--- src/design/lwkd_ram.sv ---
// Generic single-port-write, single-port-read RAM with a registered read.
// No dependencies; used for the window store and the symbol counts.
module lwkd_ram #(
   parameter int unsigned WIDTH = 8,
   parameter int unsigned DEPTH = 256
) (
   input  logic                     clock,
   input  logic                     wr_en,
   input  logic [$clog2(DEPTH)-1:0] wr_addr,
   input  logic [WIDTH-1:0]         wr_data,
   input  logic [$clog2(DEPTH)-1:0] rd_addr,
   output logic [WIDTH-1:0]         rd_data
);

   logic [WIDTH-1:0] mem [DEPTH];

   always_ff @(posedge clock) begin
      if (wr_en) begin
         mem[wr_addr] <= wr_data;
      end
      rd_data <= mem[rd_addr];
   end

endmodule

--- config.mk ---
export PLATFORM = sky130hd
export DESIGN_NAME = lwkd_ram
export DESIGN_NICKNAME = d
export VERILOG_FILES = /design/src/design/lwkd_ram.sv
export SDC_FILE = /design/constraint.sdc
export NUM_CORES = 2
export LEC_CHECK = 0
export BUFFER_PORTS_ARGS = -buffer_cell sky130_fd_sc_hd__buf_2
export CAP_MARGIN = 0
export CORE_ASPECT_RATIO = 1.1
export CORE_MARGIN = 1
export CORE_UTILIZATION = 55
export CTS_BUF_LIST = sky130_fd_sc_hd__clkbuf_4
export CTS_CLUSTER_DIAMETER = 80
export DETAILED_ROUTE_END_ITERATION = 10
export GPL_ROUTABILITY_DRIVEN = 0
export HOLD_SLACK_MARGIN = 0.15
export MAX_ROUTING_LAYER = met4
export PLACE_DENSITY = 0.81
export SYNTH_ARGS = -nofsm -noshare
export SYNTH_HDL_FRONTEND = slang
export SYNTH_SLANG_ARGS = --single-unit
--- constraint.sdc ---
create_clock -name clock -period 4.97 [get_ports clock]
set_input_delay 0.2485 -clock clock [delete_from_list [all_inputs] [get_ports clock]]
set_output_delay 0.2485 -clock clock [all_outputs]
set_load 0.02 [all_outputs]
# Word level (Yosys, flattened, before mapping)
# Memory sizes are Yosys's and may differ from the RTL's. A register that Yosys moved wholly into a read port is not among the register bits.
# Index checks and enable logic that the tools add are counted.
# word_totals
reg_bits,0
latchBits,0
mem_bits_rw,2048
romBits,0
input_bits,26
n_memories,1
# memory_table
memory,words,width,rd,rd_clocked_by_memory_dff,wr,line_no,rtl
mem,256,8,1,1,1,15,logic [WIDTH-1:0] mem [DEPTH];
# op_classes
addsub,0
multipliers,0
div_mod_pow,0
magnitude_cmp,0
eq_ne,0
shifts,0
muxes,2
bitwise,0
n_reduce_logical,0
# op_table
op,n
$mux W1,2

# Depth between registers and ports, before layout
# depth
ltp_word,2
depth_mapped,11
depth_no_buf,6

# Worst setup path before layout
# No wires, ideal clock.
# synth_path
path_type,input -> register
start,input rd_addr[0]
end,register rd_data[2] (read register of mem)
arrival_ns,2.055
slack_ns,2.784
cell_stages,9
path_buffers,4
path_cell_list,buf_6 buf_12 buf_8 buf_2 mux4_2 a22oi_1 a21oi_1 nor4_1 nor4_2
# synth_rtl
element,line_no,rtl
start: declaration,11,"input logic [$clog2(DEPTH)-1:0] rd_addr,"
end: declaration,12,output logic [WIDTH-1:0] rd_data

==> out/qor.yml <==
synth:
  yosysUniqueCellTypes: 55
  synth-xor-area-share_pct: 0
  netlist_instances: 3733
  synth-seq-cells: 2056
  syn-num-nets: 3759
  ys_seq_area_share_pct: 77.5
  ys_top_cells_by_area: "edfxtp_1 (77%), mux4_2 (13%), mux2i_1 (1.7%)"
  netlist_area_sq_mm: 0.0796
  synth_fa_ha_area_share_pct: 0
  synth_top_family_by_area: "multiplexers"
  synth_simple_gate_area_share_pct: 2.63
  synth.avg_cell_area_sq_um: 21.3
  yosys.area.top_type: "edfxtp_1"
  synth_top_area_share_pct: 77.3
  synth_compound_area_share_pct: 3.42
  ys_warn_count: 0
  yosys-mux-area-fraction_pct: 14.6
  synthFlopType: "edfxtp_1"
  synth_edf_count: 2048
  async_flop_share_pct: 0
critical_path:
  cp.required_ns: 6.26
  crit_type: "in -> reg"
  critical_path.max_fanout: 23
  worstSetupStartpointType: "primary input"
  endpoint_kind: "register"
  crit_arrival_ns: 4.87
route:
  drt_iter0_markers: 5705
  drt_pre_antenna_iters: 6
  route.detailed.drc: 0
  dr_total_vias: 41400
  routed_wl_mm: 190
  ant_nets: 0
  via_per_inst: 6.41
  drt-wirelength-per-cell_microns: 29.5
sta:
  slew_headroom_pct: 14.9
  fmax_ghz: 0.279
  finalHoldViolCount: 0
  setup-violations-final: 0
  rsz0062_at_grt: "false"
  worst_slew_pin_slew_ns: 1.27
  clock_skew_ns: 0.0814
  tns_ns: 0
  period_needed_ns: 3.59
  maxSlewViolCount: 0
  period_share_pct: 72.2
clock_network:
  cts_root_buf: "clkbuf_4"
  clockBufferDepth: 4
  cts_resized: 0
  cts_buffers: 477
  clkLatencyLatePin_ns: 1.35
  clk_pin_slew_ns: 0.07
  h-tree-depth: 5
  clock-sinks: 2056
  cts_tree: "built"
power:
  power.leakage_nw: 27.7
  p_seq_share_pct: 56.7
  ir_worst_vdd_v: 0.000330
  pwr-share-comb_pct: 5.1
  switchingPower_mw: 7.59
  switching_share_pct: 22.5
  cellPowerDensity_mw_per_mm2: 383
  p_int_mw: 26.2
  pwr-share-clk_pct: 38.1
placed_design:
  dp_hpwl_mm: 114
  placedCellCount: 5563
  io_buffers: 33
outcome:
  outcome: "completed"
layout:
  fin_nets: 4182
  drive_gt1_share_pct: 29.2
  fin_cells: 6460
  area.growth.synth_to_final_pct: 10.7
worst_hold_path:
  hold_path_class: "in -> reg"
global_route:
  grt_pass1_vias: 42100
  grt.overflow.total: 0
  grt_max_degree: 198
  grt_pass1_wl_mm: 278
  grt_usage_pct: 27.2
  antenna_found_initial: 14
die:
  core.rowCount: 146
  initial_core_util_pct: 55.3
  die_area_sq_mm: 0.146
  fp.dieW_microns: 365
  ios: 34
  die_h_microns: 401
  coreArea_sq_mm: 0.144
flow_run:
  cap_violations: 0
## Yosys cell counts, types with 2 or more instances
cell type	instances
a2111oi_0	2
a2111oi_1	2
a211oi_1	16
a21oi_1	96
a221oi_1	13
a22o_1	8
a22oi_1	133
a311oi_1	2
a31oi_1	2
and2_1	6
and3b_1	2
buf_1	22
buf_12	8
buf_2	31
buf_4	27
buf_6	21
buf_8	13
clkbuf_1	111
dfxtp_1	8
edfxtp_1	2048
mux2i_1	134
mux4_1	2
mux4_2	454
nand2_1	33
nand2b_1	8
nand3_1	34
nand3b_1	2
nand4_1	10
nor2_1	282
nor2b_1	31
nor3_1	22
nor4_1	24
nor4_2	3
o211ai_1	10
o21ai_0	10
o21ai_1	2
o221ai_1	46
o22a_1	5
o22ai_1	28
o32ai_1	4
or2_2	4
## sequential cells by signal (all words and copies together), names as in the netlist
| signal | cells |
|---|---|
| mem | 2048 |
| rd_data | 8 |
## per-stage QoR
| step | area (sq um) | hold WS, ns | setup slack, ns | total power [mW] | utilization [%] |
|---|---|---|---|---|---|
| floorplan | 79600 | 0.347 | 2.78 | 20.4 | - |
| global placement | 81800 | 0.761 | 0.911 | 21.1 | 56.9 |
| detailed placement | 81800 | 0.750 | 0.757 | 21.2 | 56.9 |
| CTS | 88000 | 0.174 | 1.67 | 33.9 | 61.2 |
| global route | 88100 | 0.218 | 1.44 | 34.8 | 61.3 |
| finish | 88100 | 0.205 | 1.38 | 33.8 | 61.3 |
## kinds of logic after synthesis
kind of cell / Yosys count
DFF: 2056
muxes: 591
and+or+nand+nor: 466
AOI/OAI and AO/OA: 385
buffers and inverters: 235
## what timing repair did
| action | 4_1_cts | 5_1_grt |
|---|---|---|
| endpoints found under the hold margin | 3497 | 0 |
| hold buffers | 37 | 0 |
| setup endpoints to repair | 0 | 0 |
| setup buffers | 0 | 0 |
## path summary, 6_finish.rpt
| check | from | to | slack [ns] | cells past startpoint |
|---|---|---|---|---|
| max reg2reg | mem[171][2]$_DFFE_PP_ | rd_data[2]$_DFF_P_ | 1.59 | 6 |
| min reg2reg | mem[41][3]$_DFFE_PP_ | rd_data[3]$_DFF_P_ | 1.08 | 6 |
| min | wr_data[3] | mem[15][3]$_DFFE_PP_ | 0.20 | 2 |
| max | rd_addr[2] | rd_data[6]$_DFF_P_ | 1.38 | 12 |
## metal layers
metal | wire [microns] | track usage (%)
met5 | 0 | -
met4 | 8970 | 12.7
met3 | 23100 | 6.66
met2 | 92200 | 41.1
met1 | 66200 | 35.1
## area by class of cell
class	instances	area, sq um
Antenna cell	14	35.0
Clock buffer	676	5070
Clock inverter	169	762
Fill cell	9588	55700
Inverter	2	7.51
Multi-Input combinational cell	1442	16500
Sequential cell	2056	61700
Tap cell	1924	2410
Timing Repair Buffer	177	1630
## power by group through the flow
stage,clock (mW),combinational [mW],sequential [mW]
floorplan,0,0.929,19.5
global placement,0,1.62,19.5
detailed placement,0,1.67,19.5
CTS,13.0,1.71,19.1
global route,13.9,1.79,19.1
finish,12.9,1.73,19.2
## worst max-delay path, stage by stage
cell and delay, ns:
dlygate4sd3_1 0.52, buf_4 0.22, buf_4 0.44, nor2b_2 0.78, buf_4 0.49, a22o_1 0.24, nor3_1 0.10, a21oi_1 0.14
a22oi_1 0.14, dlygate4sd3_1 0.71, nor4_2 0.19, dlygate4sd3_1 0.61
## placed cells by master, fill, tap and decap left out, types with 4 or more instances in the layout
| master | n |
|---|---|
| a211oi_1 | 16 |
| clkbuf_8 | 8 |
| nand2b_1 | 8 |
| edfxtp_1 | 2048 |
| dfxtp_1 | 8 |
| bufinv_16 | 4 |
| nor4_2 | 5 |
| nor4_1 | 22 |
| o32ai_1 | 4 |
| buf_4 | 92 |
| mux4_2 | 454 |
| dlygate4sd3_1 | 36 |
| clkbuf_4 | 676 |
| clkinv_1 | 143 |
| o221ai_1 | 46 |
| nor3_1 | 22 |
| mux2i_1 | 134 |
| or2_2 | 4 |
| o22a_1 | 5 |
| o211ai_1 | 10 |
| buf_12 | 15 |
| nand4_1 | 10 |
| clkinv_2 | 18 |
| o21ai_0 | 10 |
| inv_2 | 5 |
| nor2_1 | 279 |
| o22ai_1 | 28 |
| a22o_1 | 8 |
| a221oi_1 | 13 |
| a21oi_1 | 96 |
| and2_1 | 6 |
| buf_2 | 23 |
| nand2_1 | 33 |
| nand3_1 | 34 |
| a22oi_1 | 133 |
| nor2b_1 | 28 |
| diode_2 | 14 |
Power figures use the tool's default switching activity.
